File: config.mk
export PLATFORM = sky130hd
export DESIGN_NAME = dns_query_builder
export DESIGN_NICKNAME = d
export VERILOG_FILES = /design/src/dqb_pkg.sv /design/src/dqb_front.sv /design/src/dqb_back.sv /design/src/dns_query_builder.sv
export SDC_FILE = /design/constraint.sdc
export NUM_CORES = 1
export LEC_CHECK = 0
export ABC_AREA = 1
export BUFFER_PORTS_ARGS = -buffer_cell sky130_fd_sc_hd__clkbuf_2
export CAP_MARGIN = 20
export CORE_MARGIN = 2
export CORE_UTILIZATION = 43
export DETAILED_ROUTE_END_ITERATION = 6
export GPL_TIMING_DRIVEN = 0
export HOLD_SLACK_MARGIN = 0.08
export SYNTH_ARGS = -nofsm -noshare
export SYNTH_HDL_FRONTEND = slang
export SYNTH_SLANG_ARGS = --single-unit
File: constraint.sdc
create_clock -name clk -period 6.27 [get_ports clk]
set_clock_uncertainty 0.05 [all_clocks]
set_input_delay 1.254 -clock clk [delete_from_list [all_inputs] [get_ports clk]]
set_output_delay 1.254 -clock clk [all_outputs]
set_load 0.05 [all_outputs]
File: src/dqb_pkg.sv
// Shared types, constants and helper functions for the DNS query builder.
// Used by dqb_front, dqb_back, dns_query_builder and tb. No other dependencies.
`default_nettype none

package dqb_pkg;

	// Offset and header geometry
	localparam int OFF_W             = 16;
	localparam int MAX_LABEL_LENGTH  = 63;
	localparam int LBL_W             = 7;
	localparam logic [OFF_W-1:0] HDR_BYTES  = 16'd12;
	localparam logic [OFF_W-1:0] FIRST_CHAR = 16'd13;
	localparam logic [OFF_W-1:0] OFF_MAX    = 16'hFFFF;
	localparam logic [OFF_W-1:0] CAP_RESET  = 16'd512;
	localparam logic [3:0]       HDR_LAST_IDX = 4'd11;
	localparam logic [3:0]       TAIL_LAST_IDX = 4'd3;
	localparam logic [3:0]       TAIL_ONE_IDX = 4'd2;
	localparam logic [7:0]       DOT_CHAR   = 8'h2E;
	localparam logic [7:0]       HDR_FLAGS  = 8'h01;
	localparam logic [7:0]       HDR_QDCNT  = 8'h01;
	localparam logic [7:0]       QTYPE_LO   = 8'h01;

	// Request queue between front and back
	localparam int QUEUE_DEPTH = 4;
	localparam int Q_AW        = 2;

	// Configuration register indexes
	typedef enum logic {
		REG_TID = 1'b0,
		REG_CAP = 1'b1
	} cfg_reg_t;

	// Completion status
	typedef enum logic [1:0] {
		STAT_OK    = 2'd0,
		STAT_EMPTY = 2'd1,
		STAT_LONG  = 2'd2
	} stat_t;

	// Request classes
	typedef enum logic [1:0] {
		KIND_CHAR = 2'd0,
		KIND_DOT  = 2'd1,
		KIND_END  = 2'd2
	} kind_t;

	// Back-end sequencer states
	typedef enum logic [1:0] {
		SEQ_ITEM = 2'd0,
		SEQ_HDR  = 2'd1,
		SEQ_TAIL = 2'd2,
		SEQ_FIN  = 2'd3
	} seq_t;

	// Input request payload
	typedef struct packed {
		logic       func;
		logic [7:0] name_char;
	} item_t;

	// Result payload
	typedef struct packed {
		logic             write_valid;
		logic [OFF_W-1:0] write_offset;
		logic [7:0]       write_byte;
		logic             done_res;
		stat_t            status;
		logic [OFF_W-1:0] message_length;
		logic             last_of_item;
	} result_t;

	// Queue head as seen by the back end
	typedef struct packed {
		logic       valid;
		kind_t      kind;
		logic [7:0] ch;
	} qhead_t;

	// Saturating increment of an offset
	function automatic logic [OFF_W-1:0] sat_inc(input logic [OFF_W-1:0] x);
		sat_inc = (x == OFF_MAX) ? x : x + 16'd1;
	endfunction

	// Header byte at a given index
	function automatic logic [7:0] hdr_byte(input logic [3:0] idx,
		input logic [15:0] tid);
		unique case (idx)
			4'd0:    hdr_byte = tid[15:8];
			4'd1:    hdr_byte = tid[7:0];
			4'd2:    hdr_byte = HDR_FLAGS;
			4'd5:    hdr_byte = HDR_QDCNT;
			default: hdr_byte = 8'h00;
		endcase
	endfunction

endpackage

`default_nettype wire

File: src/dqb_front.sv
// Front end: accepts requests, classifies them and queues them for the back end.
// Depends on dqb_pkg.
`default_nettype none

module dqb_front (
	input  wire logic          clk,
	input  wire logic          arst_n,
	input  wire logic          item_valid,
	output logic               item_stall,
	input  dqb_pkg::item_t     item,
	output dqb_pkg::qhead_t    head,
	input  wire logic          head_pop
);
	import dqb_pkg::*;

	typedef struct packed {
		kind_t      kind;
		logic [7:0] ch;
	} qent_t;

	qent_t           mem_q [QUEUE_DEPTH];
	logic [Q_AW-1:0] wr_ptr_q;
	logic [Q_AW-1:0] rd_ptr_q;
	logic [Q_AW:0]   count_q;
	logic            push;
	logic            pop;
	qent_t           ent;

	// Classify the request
	always_comb begin
		ent.ch = item.name_char;
		if (item.func)
			ent.kind = KIND_END;
		else if (item.name_char == DOT_CHAR)
			ent.kind = KIND_DOT;
		else
			ent.kind = KIND_CHAR;
	end

	assign item_stall = (count_q == (Q_AW+1)'(QUEUE_DEPTH));
	assign push       = item_valid && !item_stall;
	assign pop        = head_pop && (count_q != '0);

	// Queue storage
	always_ff @(posedge clk) begin
		if (push)
			mem_q[wr_ptr_q] <= ent;
	end

	// Queue pointers
	always_ff @(posedge clk or negedge arst_n) begin
		if (!arst_n) begin
			wr_ptr_q <= '0;
			rd_ptr_q <= '0;
			count_q  <= '0;
		end else begin
			if (push)
				wr_ptr_q <= wr_ptr_q + 1'b1;
			if (pop)
				rd_ptr_q <= rd_ptr_q + 1'b1;
			if (push && !pop)
				count_q <= count_q + 1'b1;
			else if (pop && !push)
				count_q <= count_q - 1'b1;
		end
	end

	// Head of queue
	always_comb begin
		head.valid = (count_q != '0);
		head.kind  = mem_q[rd_ptr_q].kind;
		head.ch    = mem_q[rd_ptr_q].ch;
	end

endmodule

`default_nettype wire

File: src/dqb_back.sv
// Back end: sequences header, label and trailer writes, holds name state, output register.
// Depends on dqb_pkg; fed by dqb_front.
`default_nettype none

module dqb_back (
	input  wire logic          clk,
	input  wire logic          arst_n,
	input  dqb_pkg::qhead_t    head,
	output logic               head_pop,
	input  wire logic [15:0]   tid,
	input  wire logic [15:0]   cap,
	output logic               result_valid,
	input  wire logic          result_stall,
	output dqb_pkg::result_t   result
);
	import dqb_pkg::*;

	seq_t             st_q, st_d;
	logic             hs_q, hs_d;
	logic [OFF_W-1:0] wp_q, wp_d;
	logic [OFF_W-1:0] ls_q, ls_d;
	logic [LBL_W-1:0] lc_q, lc_d;
	stat_t            err_q, err_d;
	logic [OFF_W-1:0] t_q, t_d;
	logic [3:0]       cnt_q, cnt_d;
	logic             rv_q;
	result_t          res_q, res;
	logic             adv;
	logic             emit;
	logic [OFF_W-1:0] cnt_off;
	logic [OFF_W-1:0] len_raw;

	assign adv     = !rv_q || !result_stall;
	assign cnt_off = {12'd0, cnt_q};
	assign len_raw = sat_inc(t_q);

	// Sequencer: next state and result
	always_comb begin
		st_d     = st_q;
		hs_d     = hs_q;
		wp_d     = wp_q;
		ls_d     = ls_q;
		lc_d     = lc_q;
		err_d    = err_q;
		t_d      = t_q;
		cnt_d    = cnt_q;
		emit     = 1'b0;
		head_pop = 1'b0;
		res      = '0;
		res.status = STAT_OK;
		unique case (st_q)
			SEQ_ITEM: begin
				if (head.valid && adv) begin
					if (err_q != STAT_OK) begin
						// after an error only the end request reports
						head_pop = 1'b1;
						if (head.kind == KIND_END) begin
							emit             = 1'b1;
							res.done_res     = 1'b1;
							res.status       = err_q;
							res.last_of_item = 1'b1;
							hs_d  = 1'b0;
							wp_d  = '0;
							ls_d  = HDR_BYTES;
							lc_d  = '0;
							err_d = STAT_OK;
						end
					end else if (!hs_q) begin
						st_d  = SEQ_HDR;
						cnt_d = '0;
					end else begin
						unique case (head.kind)
							KIND_DOT: begin
								head_pop = 1'b1;
								if (lc_q == '0) begin
									err_d = STAT_EMPTY;
								end else begin
									// write back the label length
									emit             = (ls_q < cap);
									res.write_valid  = 1'b1;
									res.write_offset = ls_q;
									res.write_byte   = {1'b0, lc_q};
									res.last_of_item = 1'b1;
									ls_d = wp_q;
									wp_d = sat_inc(wp_q);
									lc_d = '0;
								end
							end
							KIND_CHAR: begin
								head_pop = 1'b1;
								if (lc_q >= LBL_W'(MAX_LABEL_LENGTH)) begin
									err_d = STAT_LONG;
								end else begin
									emit             = (wp_q < cap);
									res.write_valid  = 1'b1;
									res.write_offset = wp_q;
									res.write_byte   = head.ch;
									res.last_of_item = 1'b1;
									wp_d = sat_inc(wp_q);
									lc_d = lc_q + 1'b1;
								end
							end
							KIND_END: begin
								// close the open label, then the trailer
								if (lc_q != '0) begin
									emit             = (ls_q < cap);
									res.write_valid  = 1'b1;
									res.write_offset = ls_q;
									res.write_byte   = {1'b0, lc_q};
									t_d = wp_q;
								end else begin
									t_d = ls_q;
								end
								st_d  = SEQ_TAIL;
								cnt_d = '0;
							end
							default: head_pop = 1'b1;
						endcase
					end
				end
			end
			SEQ_HDR: begin
				if (adv) begin
					emit             = (cnt_off < cap);
					res.write_valid  = 1'b1;
					res.write_offset = cnt_off;
					res.write_byte   = hdr_byte(cnt_q, tid);
					// last only if the rest of the item writes nothing
					if (head.kind == KIND_END)
						res.last_of_item = 1'b0;
					else if (cnt_q == HDR_LAST_IDX)
						res.last_of_item = (head.kind == KIND_DOT) || !(FIRST_CHAR < cap);
					else
						res.last_of_item = ((cnt_off + 16'd1) >= cap);
					if (cnt_q == HDR_LAST_IDX) begin
						hs_d = 1'b1;
						ls_d = HDR_BYTES;
						wp_d = FIRST_CHAR;
						lc_d = '0;
						st_d = SEQ_ITEM;
					end else begin
						cnt_d = cnt_q + 1'b1;
					end
				end
			end
			SEQ_TAIL: begin
				if (adv) begin
					// terminator, both type bytes and the class high byte
					emit             = (t_q < cap);
					res.write_valid  = 1'b1;
					res.write_offset = t_q;
					res.write_byte   = (cnt_q == TAIL_ONE_IDX) ? QTYPE_LO : 8'h00;
					t_d   = sat_inc(t_q);
					cnt_d = cnt_q + 1'b1;
					if (cnt_q == TAIL_LAST_IDX)
						st_d = SEQ_FIN;
				end
			end
			SEQ_FIN: begin
				if (adv) begin
					// last class byte carries completion
					emit     = 1'b1;
					head_pop = 1'b1;
					if (t_q < cap) begin
						res.write_valid  = 1'b1;
						res.write_offset = t_q;
						res.write_byte   = QTYPE_LO;
					end
					res.done_res       = 1'b1;
					res.message_length = (len_raw > cap) ? cap : len_raw;
					res.last_of_item   = 1'b1;
					hs_d  = 1'b0;
					wp_d  = '0;
					ls_d  = HDR_BYTES;
					lc_d  = '0;
					err_d = STAT_OK;
					st_d  = SEQ_ITEM;
				end
			end
			default: st_d = SEQ_ITEM;
		endcase
	end

	// Sequencer and name state
	always_ff @(posedge clk or negedge arst_n) begin
		if (!arst_n) begin
			st_q  <= SEQ_ITEM;
			hs_q  <= 1'b0;
			wp_q  <= '0;
			ls_q  <= HDR_BYTES;
			lc_q  <= '0;
			err_q <= STAT_OK;
			t_q   <= '0;
			cnt_q <= '0;
		end else begin
			st_q  <= st_d;
			hs_q  <= hs_d;
			wp_q  <= wp_d;
			ls_q  <= ls_d;
			lc_q  <= lc_d;
			err_q <= err_d;
			t_q   <= t_d;
			cnt_q <= cnt_d;
		end
	end

	// Output register
	always_ff @(posedge clk or negedge arst_n) begin
		if (!arst_n)
			rv_q <= 1'b0;
		else if (adv)
			rv_q <= emit;
	end

	always_ff @(posedge clk) begin
		if (adv && emit)
			res_q <= res;
	end

	assign result_valid = rv_q;
	assign result       = res_q;

	// Checks
	a_done_last: assert property (@(posedge clk) disable iff (!arst_n)
		rv_q && res_q.done_res |-> res_q.last_of_item)
		else $error("done result not marked last");

	a_no_hdr_no_label: assert property (@(posedge clk) disable iff (!arst_n)
		!hs_q |-> (lc_q == '0))
		else $error("label count without header");

	a_pop_state: assert property (@(posedge clk) disable iff (!arst_n)
		head_pop |-> (st_q == SEQ_ITEM || st_q == SEQ_FIN))
		else $error("queue popped mid-sequence");

	a_label_max: assert property (@(posedge clk) disable iff (!arst_n)
		lc_q <= LBL_W'(MAX_LABEL_LENGTH))
		else $error("label count over limit");

endmodule

`default_nettype wire

File: src/dns_query_builder.sv
// Top level of the DNS query builder: config registers, front end queue, back end sequencer.
// Depends on dqb_pkg, dqb_front and dqb_back.
//
//   channel   direction  handshake                   payload
//   item      in         item_valid / item_stall     dqb_pkg::item_t (func, name_char)
//   result    out        result_valid / result_stall dqb_pkg::result_t
//   config    in         cfg_wr_en                   cfg_index, cfg_wdata
//
// Once the header is out, the back end writes a character request straight out; the first
// request of a name first sends the header bytes, and the end request writes the trailer.
// A request passes through the 4-entry request queue and then the output register.
// Reset clears the queue, the name state and the output register; config returns to defaults.
// A result stall holds the output register and the back end; the queue keeps taking
// requests until it is full.
`default_nettype none

module dns_query_builder (
	input  wire logic         clk,
	input  wire logic         arst_n,
	input  wire logic         item_valid,
	output logic              item_stall,
	input  dqb_pkg::item_t    item,
	output logic              result_valid,
	input  wire logic         result_stall,
	output dqb_pkg::result_t  result,
	input  wire logic         cfg_wr_en,
	input  wire logic         cfg_index,
	input  wire logic [15:0]  cfg_wdata
);
	import dqb_pkg::*;

	logic [15:0] tid_q;
	logic [15:0] cap_q;
	qhead_t      head;
	logic        head_pop;

	// Configuration registers
	always_ff @(posedge clk or negedge arst_n) begin
		if (!arst_n) begin
			tid_q <= '0;
			cap_q <= CAP_RESET;
		end else if (cfg_wr_en) begin
			unique case (cfg_reg_t'(cfg_index))
				REG_TID: tid_q <= cfg_wdata;
				REG_CAP: cap_q <= cfg_wdata;
				default: ;
			endcase
		end
	end

	dqb_front u_front (
		.clk        (clk),
		.arst_n     (arst_n),
		.item_valid (item_valid),
		.item_stall (item_stall),
		.item       (item),
		.head       (head),
		.head_pop   (head_pop)
	);

	dqb_back u_back (
		.clk          (clk),
		.arst_n       (arst_n),
		.head         (head),
		.head_pop     (head_pop),
		.tid          (tid_q),
		.cap          (cap_q),
		.result_valid (result_valid),
		.result_stall (result_stall),
		.result       (result)
	);

endmodule

`default_nettype wire

==> flow_summary.yaml <==
synth:
  ys_top_cells_by_area: "sky130_fd_sc_hd__edfxtp_1 (22%), sky130_fd_sc_hd__dfrtp_1 (22%), sky130_fd_sc_hd__nand2_1 (11%)"
  netlist_top_cells_count: "sky130_fd_sc_hd__nand2_1 (330), sky130_fd_sc_hd__inv_1 (146), sky130_fd_sc_hd__o21ai_0 (121), sky130_fd_sc_hd__nand3_1 (113), sky130_fd_sc_hd__nor2_1 (102)"
  netlist.top_cell.by_area: "sky130_fd_sc_hd__edfxtp_1"
  avgSynthCellArea_um2: 8.13
  postSynthCellCount: 1432
  synth_warnings: 0
  synth_seq_cells: 189
  synth_area_um2: 11600
  ys_async_sr_fraction: 0.550
  number_of_enable_flip_flop_cells_after_synthesis: 85
  synth_fp_nets: 1551
  synthMostInstantiatedCell: "sky130_fd_sc_hd__nand2_1"
  yosysSeqAreaShare: 0.443
  most_used_flip_flop_cell_after_synthesis: "sky130_fd_sc_hd__dfrtp_1"
  synth_largest_type_area_fraction: 0.219
  synthDistinctLibCells: 51
setup_path:
  critical_path_class: "flip-flop to flip-flop"
  rr_endpoint: "u_back.result[8]"
  worst_ep_required_time_ps: 6510
  endpoint_kind: "flip-flop"
  worst_ep_arrival_time_ps: 4390
  worstPathMaxFanout: 10
  worstSetupEndpoint: "u_back.result[8]"
  timing.critical_path.from_type: "flip-flop"
  reg2regPathDepth: 16
  rrSetupSlack_ps: 2120
  crit_path_start: "u_back.t_q[0]"
  regToRegStartpoint: "u_back.t_q[0]"
power_and_ir_drop:
  p_sw_mw: 3.38
  seq_power_share: 0.297
  internal_power_consumption_mw: 3.27
  max-vdd-ir-drop_mv: 0.312
  power.clock.fraction: 0.176
  static_power_due_to_leakage_nw: 6.02
  cellPowerDensity_nw_per_um2: 506
  switching_share: 0.509
  share_comb_of_total_power: 0.528
grt:
  global_route_wire_length_before_repair_um: 54500
  grtUsageTotal: 0.247
  grt_antenna_before_repair: 0
  grt.overflow.total: 0
  number_of_global_route_vias_before_repair: 9913
  largest_net_degree_at_the_start_of_global_routing: 105
sta:
  finalCritPeriodShare: 0.662
  timing.max_slew.rel_slack: 0.343
  fin_tns_setup_ps: 0
  final_max_slew_viol_count: 0
  hold_viol_final: 0
  setup_repair_after_global_routing_missed_its_margin: "no"
  setup-violations-final: 0
  period_minus_slack_ps: 4150
  fmax_mhz: 241
  tightestPinTransition_ps: 982
min_path:
  worst_hold_path.num_cells: 2
  hp-class: "flip-flop to flip-flop"
route:
  drt_drc_violations_left: 0
  detailed_routing_iteration_count_for_the_pre_antenna_repair_pass: 5
  route.detailed.wl_per_inst_um: 18.0
  vias: 10300
  antenna_left: 0
  vias_per_cell: 5.49
  drt_first_iter_violations: 900
  drt-total-wl_um: 34000
floorplanning:
  floorplan.core_area_um2: 26800
  die_height_um: 169
  floorplan.die.width_um: 169
  fp.dieArea_um2: 28400
  core.rowCount: 60
  io_pins: 78
  floorplan.initialDensity: 0.434
cts:
  post_cts.repair.setup_buffers: 0
  clock_tree.htree_level_count: 4
  postCtsHoldBufs: 0
  clock_sink_count: 189
  cts_tree: "done"
  clock_root_buffer: "sky130_fd_sc_hd__clkbuf_16"
  worst_setup_hold_path_clk_slew_ps: 80
  cts.repair.resized: 0
  total_clock_buffers_created_by_cts: 17
  worst_skew_pair.late_latency_ps: 440
  clk_path_buf_depth: 2
cells_and_area:
  n_antenna_cell: 0
  seq_area_um2: 5160
  syn2layout_area_growth_pct: 12.9
  fillCellCount: 2600
  nets_final: 1649
  fraction_of_final_layout_cells_sized_beyond_drive_strength_1: 0.110
  layout.core_utilization: 0.490
  multi_input_area_um2: 5630
placement:
  gp_routability_congestion: 0.924
  io_buffer_count: 77
  sum_of_net_half_perimeters_after_detailed_placement_um: 25900
flow_run:
  maxCapViolCount: 0
run_status:
  run_status: "finished, final reports clean"
## flip-flops by register name, summed over array words and instances (netlist names), 2 cells and up
register,cells
u_back.st_q,2
u_back.result,45
u_back.ls_q,16
u_front.rd_ptr_q,2
u_back.err_q,2
u_back.t_q,16
cap_q,16
u_front.mem_q,40
u_front.count_q,3
tid_q,16
u_front.wr_ptr_q,2
u_back.wp_q,16
u_back.lc_q,7
u_back.cnt_q,4
## layout by cell type (no fill, tap or decap), types with 4 or more instances in the layout
cell                        netlist  layout
sky130_fd_sc_hd__ha_1            87      87
sky130_fd_sc_hd__o22ai_1         27      27
sky130_fd_sc_hd__nand3_1        113     113
sky130_fd_sc_hd__nor3_1          30      30
sky130_fd_sc_hd__o21ai_0        121     121
sky130_fd_sc_hd__xor2_1          25      25
sky130_fd_sc_hd__buf_2           14      14
sky130_fd_sc_hd__dfrtp_1        101     101
sky130_fd_sc_hd__a21oi_1         75      75
sky130_fd_sc_hd__a22oi_1          4       4
sky130_fd_sc_hd__inv_1          146     146
sky130_fd_sc_hd__clkbuf_2         1      77
sky130_fd_sc_hd__a21o_1           6       6
sky130_fd_sc_hd__nand4_1         19      19
sky130_fd_sc_hd__nand2_2          9      10
sky130_fd_sc_hd__clkbuf_1        35      35
sky130_fd_sc_hd__nand2_1        330     329
sky130_fd_sc_hd__nor2_1         102     102
sky130_fd_sc_hd__xnor2_1          4       4
sky130_fd_sc_hd__nor4_1           4       4
sky130_fd_sc_hd__inv_2            8       8
sky130_fd_sc_hd__clkbuf_16        0      17
sky130_fd_sc_hd__clkinv_8         0       4
sky130_fd_sc_hd__o21a_1           4       4
sky130_fd_sc_hd__o21ai_1         37      37
sky130_fd_sc_hd__edfxtp_1        85      85
## worst min-delay path by stage
stage                                  to  slack, ps       startpoint
after global routing             tid_q[4]        470         tid_q[4]
final                     u_back.err_q[1]        440  u_back.err_q[1]
after global placement           tid_q[3]        430         tid_q[3]
after floorplan           u_back.err_q[0]        400  u_back.err_q[0]
after detailed placement  u_back.err_q[1]        430  u_back.err_q[1]
after CTS                 u_back.err_q[1]        450  u_back.err_q[1]
## kinds of logic after synthesis
kind of cell,after synthesis,synth area share
xor+xnor,29,0.0218
compound gates,287,0.133
buf+inv,214,0.0735
fa+ha+maj,88,0.0952
flops,189,0.443
simple gates,624,0.232
mux,1,0.000967
## area by class of cell
class / instances / area share
inverter: 155 / 0.0443
tap: 341 / 0.0325
clock buffer: 17 / 0.0324
multi-input combinational: 1029 / 0.428
clock inverter: 15 / 0.0156
timing repair buffer: 79 / 0.0336
sequential: 189 / 0.392
buffer: 59 / 0.0208
## per-layer routing
metal / GRT usage / up-vias / share of wire
li1: - / 5038 / -
met1: 0.338 / 4939 / 0.45
met2: 0.415 / 313 / 0.48
met3: 0.0323 / 45 / 0.051
met4: 0.0656 / 0 / 0.020
met5: 0 / - / 0
## power groups by stage
stage                     Clock [mW]  Combinational (mW)  Sequential (mW)
final                           1.17                3.51             1.97
after global routing            1.23                3.89             2.01
after CTS                       1.18                3.50             1.97
after detailed placement           0                3.48             2.00
after global placement             0                3.41             2.01
after floorplan                    0                1.95             2.49
## per-stage QoR
stage / instances / power (mW) / hold WS, ps / cell area (um2) / setup WS, ps
2_1_floorplan: 1432 / 4.44 / 403 / 11600 / 2830
3_3_place_gp: 1850 / 5.42 / 425 / 12500 / 1590
3_5_place_dp: 1852 / 5.48 / 429 / 12500 / 2210
4_1_cts: 1884 / 6.66 / 446 / 13100 / 2290
5_1_grt: 1884 / 7.13 / 470 / 13100 / 1740
6_report: 1884 / 6.66 / 441 / 13100 / 2120
## worst max-delay path: stages, from the launching register on
cell and delay, ps:
sky130_fd_sc_hd__dfrtp_1 520, sky130_fd_sc_hd__ha_1 330, sky130_fd_sc_hd__nand2_1 90, sky130_fd_sc_hd__nor2_1 280
sky130_fd_sc_hd__nand2_1 150, sky130_fd_sc_hd__nor2_1 350, sky130_fd_sc_hd__inv_1 130, sky130_fd_sc_hd__buf_2 210
sky130_fd_sc_hd__nand2_1 150, sky130_fd_sc_hd__ha_1 160, sky130_fd_sc_hd__nand4_1 130, sky130_fd_sc_hd__nor3_1 290
sky130_fd_sc_hd__nand3_1 370, sky130_fd_sc_hd__nand2_1 310, sky130_fd_sc_hd__buf_2 250, sky130_fd_sc_hd__nand2_1 70
sky130_fd_sc_hd__a21oi_1 140
No activity file was read; power rests on OpenSTA's default activity.
